===== src/rtl/core/ppre_pkg.sv =====
package ppre_pkg;

  localparam int unsigned NUM_BINS_DEF   = 16;
  localparam int unsigned COUNT_BITS_DEF = 20;

  localparam int unsigned VAL_W      = 32;
  localparam int unsigned LN_W       = 32;
  localparam int unsigned FRAC_STEPS = 24;

  // ln(2) in Q0.30
  localparam logic [29:0] LN2_Q30 = 30'd744261118;

  localparam logic [1:0] FUNC_LOAD    = 2'd0;
  localparam logic [1:0] FUNC_SAMPLE  = 2'd1;
  localparam logic [1:0] FUNC_COMPUTE = 2'd2;
  localparam logic [1:0] FUNC_NONE    = 2'd3;

  localparam logic [1:0] ST_OK  = 2'd0;
  localparam logic [1:0] ST_DEN = 2'd1;
  localparam logic [1:0] ST_SAT = 2'd2;

  typedef struct packed {
    logic             start;
    logic [VAL_W-1:0] value;
  } ln_req_t;

endpackage


===== src/rtl/core/ppre_div.sv =====
module ppre_div import ppre_pkg::*; #(
  parameter int unsigned NUM_W = COUNT_BITS_DEF,
  parameter int unsigned DEN_W = COUNT_BITS_DEF + 33
) (
  input  logic             clk_i,
  input  logic             rst_ni,
  input  logic             start_i,
  input  logic [NUM_W-1:0] num_i,
  input  logic [DEN_W-1:0] den_i,
  output logic             done_o,
  output logic [31:0]      quo_o
);

  localparam int unsigned PAD = DEN_W + 1 - NUM_W - 8;

  typedef enum logic {D_IDLE, D_RUN} state_e;

  state_e           state_q;
  logic [5:0]       cnt_q;
  logic [DEN_W:0]   r_q;
  logic [DEN_W-1:0] d_q;

  logic [DEN_W:0]   numx, rs;
  logic             ge;

  assign numx = {{PAD{1'b0}}, num_i, 8'b0};
  assign rs   = {r_q[DEN_W-1:0], 1'b0};
  assign ge   = rs >= {1'b0, d_q};

  always_ff @(posedge clk_i or negedge rst_ni) begin
    if (!rst_ni) begin
      state_q <= D_IDLE;
      done_o  <= 1'b0;
    end else begin
      done_o <= 1'b0;
      unique case (state_q)
        D_IDLE: begin
          if (start_i) begin
            if (numx >= {1'b0, den_i}) begin
              quo_o  <= '1;
              done_o <= 1'b1;
            end else begin
              r_q     <= (DEN_W + 1)'(num_i);
              d_q     <= den_i;
              quo_o   <= '0;
              cnt_q   <= '0;
              state_q <= D_RUN;
            end
          end
        end
        D_RUN: begin
          r_q   <= ge ? rs - {1'b0, d_q} : rs;
          quo_o <= {quo_o[30:0], ge};
          cnt_q <= cnt_q + 6'd1;
          if (cnt_q == 6'd39) begin
            done_o  <= 1'b1;
            state_q <= D_IDLE;
          end
        end
        default: state_q <= D_IDLE;
      endcase
    end
  end

endmodule


===== config.mk =====
export PLATFORM = sky130hd
export DESIGN_NAME = ppre_div
export DESIGN_NICKNAME = d
export VERILOG_FILES = /design/src/rtl/core/ppre_pkg.sv /design/src/rtl/core/ppre_div.sv
export SDC_FILE = /design/constraint.sdc
export NUM_CORES = 1
export LEC_CHECK = 0
export ABC_AREA = 0
export ABC_CLOCK_PERIOD_IN_PS = 9820
export BUFFER_PORTS_ARGS = -buffer_cell sky130_fd_sc_hd__buf_2
export CORE_ASPECT_RATIO = 1.25
export CORE_MARGIN = 8
export CORE_UTILIZATION = 40
export CTS_CLUSTER_DIAMETER = 40
export DETAILED_ROUTE_END_ITERATION = 16
export SYNTH_ARGS = -nofsm -noshare
export SYNTH_HDL_FRONTEND = slang
export SYNTH_SLANG_ARGS = --single-unit

===== constraint.sdc =====
create_clock -name clk_i -period 9.82 [get_ports clk_i]
set_clock_uncertainty 0.15 [all_clocks]
set_input_delay 0.982 -clock clk_i [delete_from_list [all_inputs] [get_ports clk_i]]
set_output_delay 0.982 -clock clk_i [all_outputs]
set_load 0.01 [all_outputs]

## Yosys cells after proc, flatten, opt, wreduce, memory -nomap -nowiden

Index checks and enable logic that the tools add are counted.
Widths: inputs -> output; s select.

| word-level totals | value |
|---|---|
| bits in registers | 146 |
| input port bits | 76 |
| output and inout port bits | 33 |
| word-level logic and storage cells | 36 |

| operators by class | value |
|---|---|
| add/subtract/negate cells | 2 |
| $lt $le $gt $ge | 2 |
| eq/ne operators | 3 |
| multiplexer cells | 18 |
| bitwise gates (word level) | 2 |
| reduce and logical (&&, ||, !) cells | 3 |

Operators with widths:

| cell | count |
|---|---|
| $mux 53 | 3 |
| $pmux 53 s2 | 1 |
| $mux 32 | 2 |
| $pmux 32 s2 | 1 |
| $ge 54x53->1 | 1 |
| $ge 28x53->1 | 1 |
| $sub 53x53->53 | 1 |
| $mux 6 | 2 |
| $pmux 6 s2 | 1 |
| $add 6x1->6 const B | 1 |
| $eq 6x6->1 const B | 1 |
| $mux 1 | 6 |
| $ne 2x2->1 const B | 2 |
| $pmux 1 s2 | 2 |
| $reduce_and 4->1 | 1 |
| $reduce_and 3->1 | 1 |
| $not 1->1 | 2 |
| $reduce_and 2->1 | 1 |

## Depth between registers and ports, before layout

Gate-level depths: netlist of the first run.

| depth | value |
|---|---|
| depth in word-level cells | 4 |
| gate-level depth with buffers | 14 |
| depth with buffers taken out | 11 |

## Worst setup path before layout of the first run

No wires, ideal clock.

| timing | value |
|---|---|
| path type | input port to flip-flop |
| start | input den_i[8] |
| end | register cnt_q[0] (enable) |
| library setup time | 0.423 ns |
| arrival time | 3.838 ns |
| data required time | 9.247 ns |
| setup slack | 5.409 ns |
| cell stages on the path | 11 |
| cells stage by stage | inv_1 -> ha_1 -> a41o_1 -> a21oi_1 -> nor2b_1 -> o41ai_1 -> a21oi_1 -> o21ai_1 -> nand2b_1 -> clkbuf_1 -> and2_1 |

| on the way | value |
|---|---|
| longest elaborated chain between the ends | 3 |

Ends and longest elaborated chain:

| element | RTL line | RTL |
|---|---|---|
| start: declaration | ppre_div.sv:9 | `input logic [DEN_W-1:0] den_i,` |
| $ge 28x53->1 | ppre_div.sv:39 | `if (numx >= {1'b0, den_i}) begin` |
| $ne 2x2->1 (no line) | - |  |
| $reduce_and 3->1 (no line) | - |  |
| end signal: assignment | ppre_div.sv:54 | `cnt_q <= cnt_q + 6'd1;` |
| end: declaration | ppre_div.sv:19 | `logic [5:0] cnt_q;` |

No other way between the ends.
A chain may end at the register's enable or synchronous reset.

## Final worst setup path of the first run

| timing | value |
|---|---|
| start | register r_q[22] |
| end | register r_q[11] (data pin) |

| on the way | value |
|---|---|
| longest elaborated chain between the ends | 3 |

Ends and longest elaborated chain:

| element | RTL line | RTL |
|---|---|---|
| start: declaration | ppre_div.sv:20 | `logic [DEN_W:0] r_q;` |
| start signal: assignment | ppre_div.sv:43 | `r_q <= (DEN_W + 1)'(num_i);` |
| start signal: assignment | ppre_div.sv:52 | `r_q <= ge ? rs - {1'b0, d_q} : rs;` |
| $ge 54x53->1 | ppre_div.sv:28 | `assign ge = rs >= {1'b0, d_q};` |
| $mux 53 | ppre_div.sv:52 |  |
| $pmux 53 s2 | ppre_div.sv:36 | `unique case (state_q)` |

No other way between the ends.

==> flow_metrics.py, run 1 <==
metrics = {
    "clocking": {
        "clk_pin_slew_ns": 0.06,
        "clock_path_buffers": 2,
        "cts_setup_buffers": 0,
        "h-tree-depth": 4,
        "cts_sinks": 146,
        "cts-root-buf": "clkbuf_16",
        "cts_resized": 0,
        "clock_latency_ns": 0.45,
        "holdBufCountCts": 0,
        "cts_tree": "done",
        "cts_buffers": 17,
    },
    "yosys": {
        "ys_ff_latch": 146,
        "synthFlopType": "edfxtp_1",
        "synth_area_um2": 9965,
        "synth_edf_count": 144,
        "syn_area_per_cell_um2": 9.374,
        "syn_inst": 1063,
        "ys_warn_count": 0,
        "yosysSeqAreaShare_pct": 43.90,
        "synthesis.nets": 1214,
        "yosysUniqueCellTypes": 65,
        "synth-async-reset-ratio_pct": 1.370,
    },
    "layout": {
        "final_common_cell": "nand2_1",
        "multiInputGateArea_um2": 4990,
        "syn_to_final_growth_pct": 12.91,
        "fin_nets": 1293,
        "fillCellCount": 2443,
        "seqCellArea_um2": 4375,
        "final_cell_mix": "nand2_1, edfxtp_1, buf_2, inv_1, a21oi_1",
        "antennaDiodeCount": 0,
        "drive_above_1_share_pct": 16.02,
        "final_util_pct": 45.92,
    },
    "route": {
        "drt_first_pass_iters": 4,
        "postRouteAntennaNets": 0,
        "first_iter_violations": 514,
        "via_per_inst": 5.434,
        "wl_per_cell_um": 17.62,
        "vias": 8070,
        "drc": 0,
        "wirelength_um": 26160,
    },
    "die": {
        "ios": 109,
        "dieArea_um2": 30250,
        "die_w_um": 157.2,
        "start_util_pct": 40.67,
        "rows": 64,
        "core_um2": 24500,
        "die_h_um": 192.5,
    },
    "sta": {
        "drv_slew": 0,
        "slew-limit-headroom_pct": 42.06,
        "setup_violations": 0,
        "layout_setup_ws_ns": 5.277,
        "finalHoldViolCount": 0,
        "tns_ns": 0,
        "rsz0062_at_grt": "no",
        "period_minus_slack_ns": 4.543,
        "min_period_over_period_pct": 46.26,
        "max_freq_ghz": 0.2201,
        "tightest_slew_ns": 0.8663,
    },
    "placement": {
        "post-place-ws_ns": 4.849,
        "place.port_buffers": 108,
        "finalWeightedCongestion": 0.8560,
        "hpwl_um": 19630,
    },
    "job": {
        "drv_cap": 0,
    },
    "global_routing": {
        "grt_pass1_vias": 8170,
        "use_met1_pct": 22.10,
        "grt_start_max_net_pins": 70,
        "grt_most_used_layer": "met2",
        "grt_pass1_wl_um": 42380,
        "antenna_found_initial": 0,
        "use_met3_pct": 3.630,
        "grt_usage_pct": 17.78,
        "globalRouteOverflowTotal": 0,
        "use_met2_pct": 29.63,
    },
    "setup_path": {
        "critPathArrivalTime_ns": 4.54,
        "start_kind": "flip-flop",
        "crit_path_top_delay_cell": "a41oi_4",
        "end_kind": "flip-flop",
        "worst-path-buf-inv": 1,
        "critPathTopFamily": "compound AO/OA/AOI/OAI gates",
        "worstPathMaxFanout": 33,
        "required_ns": 9.82,
        "path_class": "reg2reg",
        "crit_chain": "ha_1 > a21oi_1 > o21ai_2 > a221oi_2 > o22ai_1 > or4b_1 > a41o_1 > a41oi_4 > buf_4 > or3_1 > a31oi_1",
        "cp_slowest_stage_delay_ns": 0.77,
    },
    "worst_hold_path": {
        "hold_class": "in2async",
    },
    "outcome": {
        "status": "finished, final reports clean",
    },
    "power": {
        "powerDensity_nw_per_um2": 301.8,
        "leakagePower_nw": 4.918,
        "peakVddDrop_v": 0.0002116,
    },
}
[worst reg2reg max path, stage by stage, from the launching register on]
cell and delay (ns):
edfxtp_1 0.39, ha_1 0.40, a21oi_1 0.31, o21ai_2 0.11, a221oi_2 0.30, o22ai_1 0.19
or4b_1 0.54, a41o_1 0.32, a41oi_4 0.77, buf_4 0.50, or3_1 0.20, a31oi_1 0.08
[cell usage after synthesis, drive strengths merged, types with 7 or more instances]
cell type / instances / share of area (%)
a211oi: 12 / 1.1
a21o: 36 / 2.7
a21oi: 79 / 4.1
a31oi: 31 / 1.9
and3: 13 / 0.82
buf: 21 / 1.6
clkbuf: 35 / 1.3
edfxtp: 144 / 43
ha: 74 / 9.3
inv: 83 / 3.1
nand2: 177 / 6.7
nand2b: 9 / 0.57
nand3: 33 / 2.1
nand4: 26 / 1.6
nor2: 67 / 2.5
nor3: 18 / 0.90
nor4: 7 / 0.44
o21a: 7 / 0.53
o21ai: 50 / 2.9
o21bai: 11 / 0.83
or3: 8 / 0.50
xnor2: 25 / 2.2
xor2: 17 / 1.5
[sequential cells by signal, indices dropped and copies added, names as in the netlist]
| register | count |
|---|---|
| d_q | 53 |
| r_q | 53 |
| quo_o | 32 |
| cnt_q | 6 |
| done_o | 1 |
| state_q | 1 |
[final cells by class]
type	instances	area share, %
multi-input combinational	778	44.35
sequential	146	38.89
timing repair buffer	116	5.338
clock buffer	17	3.781
tap	330	3.670
inverter	83	2.769
clock inverter	15	1.201
[layer usage]
layer | up-vias | wire length, µm
met1 | 3851 | 11620
met3 | 37 | 1067
met2 | 172 | 12840
met5 | - | 0
li1 | 4010 | -
met4 | 0 | 636
[cell families (layout without fill, tap and decap cells)]
group                    after synthesis  count (layout)  share of synthesized area, %
multiplexers                           3               3                        0.3014
AND/OR/NAND/NOR                      395             395                         19.01
adder cells (fa/ha/maj)               75              75                         9.493
buffers and inverters                139             231                         6.052
XOR/XNOR                              42              42                         3.692
flip-flops                           146             146                         43.90
AO/OA/AOI/OAI                        263             263                         17.55
[power breakdown]
part | switching, mW | internal, mW | total (mW)
Combinational | 1.06 | 0.702 | 1.76
Sequential | 0.0862 | 0.915 | 1.00
Clock | 0.298 | 0.336 | 0.633
Total | 1.44 | 1.95 | 3.40
[worst paths after layout]
check                           slack, ns       from   endpoint  depth (start not counted)
worst max-delay path                 5.28    r_q[22]    r_q[11]                         11
worst min-delay path                 0.19     rst_ni     done_o                          1
worst max register to register       5.28    r_q[22]    r_q[11]                         11
worst min register to register       0.40  quo_o[14]  quo_o[15]                          2
max in group asynchronous            9.20     rst_ni    state_q                          1
min in group clk_i                   0.40  quo_o[14]  quo_o[15]                          2
[through the flow]
| stage | total power, mW | hold WS, ns | instance area [µm²] | instances |
|---|---|---|---|---|
| after floorplan | 2.392 | 0.3683 | 9965 | 1063 |
| after global placement | 2.742 | 0.3840 | 10690 | 1453 |
| after detailed placement | 2.759 | 0.3825 | 10690 | 1453 |
| after CTS | 3.407 | 0.1706 | 11250 | 1485 |
| after global routing | 3.648 | 0.1767 | 11250 | 1485 |
| final | 3.395 | 0.1862 | 11250 | 1485 |
Note: power is estimated with default switching activity, not from simulation.
==> run 2, diff against run 1 <==
ABC_CLOCK_PERIOD_IN_PS = 4300   (was 9820)
clock period = 4.3 ns   (was 9.82 ns; I/O delays follow)
==> flow_metrics.py, run 2 (synthesis gave the netlist of run 1 again) <==
metrics = {
    "setup_path": {
        "critPathArrivalTime_ns": 4.00,
        "reg2reg_depth": 12,
        "crit_chain": "inv_1 > fa_1 > nand2b_1 > a211oi_1 > o21ai_1 > o22ai_1 > or4b_1 > a41o_1 > a41oi_4 > buf_12 > or4_1 > nand4_1",
        "reg2reg_to": "r_q[39]",
        "end_kind": "flip-flop",
        "crit_path_top_delay_cell": "or4_1",
        "worstPathMaxFanout": 27,
        "start_kind": "flip-flop",
        "required_ns": 4.45,
        "path_class": "reg2reg",
        "cp_slowest_stage_delay_ns": 0.52,
        "timing.rr.start": "r_q[0]",
        "rrSetupSlack_ns": 0.45,
    },
    "die": {
        "core_um2": 24500,
        "die_h_um": 192.5,
        "die_w_um": 157.2,
        "start_util_pct": 40.67,
        "dieArea_um2": 30250,
        "ios": 109,
        "rows": 64,
    },
    "sta": {
        "setup_violations": 0,
        "min_period_over_period_pct": 89.54,
        "period_minus_slack_ns": 3.850,
        "slew-limit-headroom_pct": 45.76,
        "finalHoldViolCount": 0,
        "rsz0062_at_grt": "no",
        "layout_setup_ws_ns": 0.4499,
        "max_freq_ghz": 0.2597,
        "tns_ns": 0,
        "tightest_slew_ns": 0.8034,
        "drv_slew": 0,
    },
    "layout": {
        "final_common_cell": "nand2_1",
        "final_util_pct": 46.40,
        "fin_nets": 1303,
        "top_regs": "d_q: 53 flops, r_q: 53 flops, quo_o: 32 flops",
        "fin_area_um2": 11370,
        "syn_to_final_growth_pct": 14.10,
        "drive_above_1_share_pct": 16.65,
        "final_cell_mix": "nand2_1, edfxtp_1, buf_2, inv_1, a21oi_1",
    },
    "route": {
        "vias": 8166,
        "postRouteAntennaNets": 0,
        "drc": 0,
        "drt_first_pass_iters": 5,
        "via_per_inst": 5.459,
        "first_iter_violations": 382,
        "wl_per_cell_um": 17.38,
        "wirelength_um": 26010,
    },
    "clocking": {
        "cts_buffers": 17,
        "clock_latency_ns": 0.44,
        "h-tree-depth": 4,
        "cts_sinks": 146,
        "clk_pin_slew_ns": 0.07,
        "cts_tree": "done",
        "clock_path_buffers": 2,
        "cts_setup_buffers": 0,
        "cts-root-buf": "clkbuf_16",
    },
    "placement": {
        "hpwl_um": 19780,
        "post-place-ws_ns": 0.4931,
        "finalWeightedCongestion": 0.8765,
        "placedInstanceArea_um2": 10780,
        "place.port_buffers": 108,
    },
    "worst_hold_path": {
        "hold_class": "in2reg",
        "hold_depth": 1,
        "holdPathEnd": "d_q[1]",
        "hp-start": "den_i[1]",
    },
    "outcome": {
        "status": "finished, final reports clean",
    },
    "power": {
        "peakVddDrop_v": 0.0002799,
        "leakagePower_nw": 4.978,
        "powerDensity_nw_per_um2": 691.7,
        "power_mw": 7.865,
    },
    "global_routing": {
        "globalRouteOverflowTotal": 0,
        "grt_pass1_wl_um": 41810,
        "antenna_found_initial": 1,
        "grt_pass1_vias": 8180,
        "grt_usage_pct": 17.52,
        "grt_start_max_net_pins": 78,
    },
    "job": {
        "drv_cap": 0,
    },
}
[run 2: cell types whose count changed in the layout (fill, tap and decap cells not counted)]
cell	change
buf_12	+2
buf_4	+7
bufinv_16	+1
clkbuf_1	+2
clkinv_1	-2
clkinv_4	+2
diode_2	+1
dlygate4sd3_1	+1
inv_8	-3
[run 2: final cells by class]
class	instances	area, µm²
sequential	146	4375
timing repair buffer	126	703.2
antenna	1	2.502
clock buffer	19	432.9
clock inverter	13	141.4
tap	330	412.9
inverter	83	311.5
fill	2424	13130
multi-input combinational	778	4990
[run 2: worst max-delay path, delay by kind of cell, from the launching register on]
family          cells  cell delay (ns)
buf+inv             2             0.31
fa+ha+maj           1             0.42
compound gates      5             1.43
flops               1             0.39
simple gates        4             0.98
[run 2: timing repair]
item	CTS	global route
endpoints found under the hold margin	2	0
resized for setup	0	0
hold buffers	1	0
[run 2: worst max path at each step]
stage               startpoint       end  depth (start not counted)
floorplan             den_i[8]  cnt_q[0]                         11
global placement        d_q[0]   r_q[39]                         11
global route            d_q[0]   r_q[39]                         11
detailed placement      d_q[0]   r_q[39]                         11
CTS                     d_q[0]   r_q[39]                         11
finish                  r_q[0]   r_q[39]                         12
[run 2: metrics by stage]
| stage | cells | hold slack (ns) |
|---|---|---|
| after floorplan | 1063 | -0.01559 |
| after global placement | 1462 | 0.07957 |
| after detailed placement | 1462 | 0.07841 |
| after CTS | 1495 | 0.005011 |
| after global routing | 1495 | 0.01452 |
| final | 1496 | 0.02708 |
[run 2: where the power goes]
| part | internal [mW] | switching [mW] | total (mW) |
|---|---|---|---|
| clock network | 0.821 | 0.673 | 1.49 |
| registers | 2.09 | 0.195 | 2.28 |
| logic | 1.67 | 2.41 | 4.09 |
[run 2: per-layer routing]
layer / global-route usage [%] / routed length [µm]
met2: 30.29 / 12960
met3: 3.451 / 1152
met4: 5.759 / 484
met1: 21.49 / 11410
met5: 0 / 8
==> run 3, diff against run 2 <==
HOLD_SLACK_MARGIN = 0.08   (was not set)
==> flow_metrics.py, run 3 (synthesis gave the netlist of run 1 again) <==
metrics = {
    "outcome": {
        "status": "finished, final reports clean",
    },
    "route": {
        "vias": 8326,
        "wl_per_cell_um": 17.11,
        "via_per_inst": 5.379,
        "first_iter_violations": 425,
        "drc": 0,
        "drt_first_pass_iters": 5,
        "wirelength_um": 26480,
        "postRouteAntennaNets": 0,
    },
    "global_routing": {
        "grt_pass1_wl_um": 42690,
        "grt_start_max_net_pins": 78,
        "antenna_found_initial": 0,
        "grt_usage_pct": 17.85,
        "grt_pass1_vias": 8399,
        "globalRouteOverflowTotal": 0,
    },
    "sta": {
        "holdWs_ns": 0.1569,
        "layout_setup_ws_ns": 0.4376,
        "slew-limit-headroom_pct": 44.89,
        "max_freq_ghz": 0.2589,
        "period_minus_slack_ns": 3.862,
        "rsz0062_at_grt": "no",
        "drv_slew": 0,
        "setup_violations": 0,
        "finalHoldViolCount": 0,
        "tns_ns": 0,
        "tightest_slew_ns": 0.8163,
        "min_period_over_period_pct": 89.82,
    },
    "setup_path": {
        "start_kind": "flip-flop",
        "end_kind": "flip-flop",
        "worstPathMaxFanout": 27,
        "reg2reg_to": "r_q[39]",
        "critPathCapture": "r_q[39]",
        "critPathArrivalTime_ns": 4.01,
        "path_class": "reg2reg",
        "critPathLaunch": "r_q[0]",
        "rrSetupSlack_ns": 0.44,
        "reg2reg_depth": 12,
        "required_ns": 4.45,
        "timing.rr.start": "r_q[0]",
    },
    "worst_hold_path": {
        "hold_class": "in2reg",
        "hold_depth": 3,
    },
    "placement": {
        "place_inst": 1462,
        "hpwl_um": 19780,
        "finalWeightedCongestion": 0.8765,
        "place.port_buffers": 108,
        "placedInstanceArea_um2": 10780,
        "post-place-ws_ns": 0.4931,
    },
    "layout": {
        "antennaDiodeCount": 0,
        "fin_area_um2": 11900,
        "final_common_cell": "nand2_1",
        "fin_nets": 1356,
        "final_cell_mix": "nand2_1, edfxtp_1, buf_2, inv_1, a21oi_1",
        "final_cell_count_no_fill": 1548,
        "top_regs": "d_q: 53 flops, r_q: 53 flops, quo_o: 32 flops",
        "final_util_pct": 48.55,
        "syn_to_final_growth_pct": 19.40,
        "drive_above_1_share_pct": 15.93,
    },
    "power": {
        "power_mw": 7.903,
        "powerDensity_nw_per_um2": 664.3,
        "leakagePower_nw": 5.199,
        "peakVddDrop_v": 0.0002811,
    },
    "die": {
        "die_w_um": 157.2,
        "dieArea_um2": 30250,
        "die_h_um": 192.5,
        "start_util_pct": 40.67,
        "rows": 64,
        "ios": 109,
        "core_um2": 24500,
    },
    "clocking": {
        "cts_resized": 0,
        "cts_sinks": 146,
        "cts_tree": "done",
        "clock_path_buffers": 2,
        "cts_buffers": 17,
        "h-tree-depth": 4,
        "cts-root-buf": "clkbuf_16",
        "clk_pin_slew_ns": 0.07,
        "clock_latency_ns": 0.44,
        "cts_setup_buffers": 0,
        "holdBufCountCts": 54,
    },
    "job": {
        "drv_cap": 0,
    },
}
run 3: area by class of cell:
class,instances,area [µm²]
fillers,2364,12610
multi-input cells,778,4990
flip-flops and latches,146,4375
repair buffers,179,1234
clock buffers,19,432.9
well taps,330,412.9
inverters,83,311.5
clock inverters,13,141.4
run 3: how the worst min path moves through the flow:
stage,from,to,slack (ns)
final,start_i,state_q,0.16
after floorplan,rst_ni,done_o,-0.02
after detailed placement,rst_ni,done_o,0.08
after global placement,rst_ni,done_o,0.08
after CTS,start_i,state_q,0.14
after global routing,rst_ni,state_q,0.17
run 3: report_power, final:
part / total [mW] / internal (mW) / leakage (nW) / switching, mW
Clock: 1.49 / 0.821 / 0.280 / 0.674
Combinational: 4.13 / 1.70 / 3.52 / 2.42
Sequential: 2.28 / 2.09 / 1.40 / 0.195
Total: 7.90 / 4.61 / 5.20 / 3.29
run 3: routing by layer:
metal	share of wire [%]	track usage, %
met5	0	0
met2	50	31.21
met4	1.7	5.759
met1	44	21.88
met3	4.0	3.114
run 3: worst max-delay path: stages (launching register included):
cell and delay (ns):
edfxtp_1 0.39, inv_1 0.08, fa_1 0.42, nand2b_1 0.19
a211oi_1 0.45, o21ai_1 0.25, o22ai_1 0.25, or4b_1 0.16
a41o_1 0.30, a41oi_4 0.19, buf_12 0.23, or4_1 0.52
nand4_1 0.11
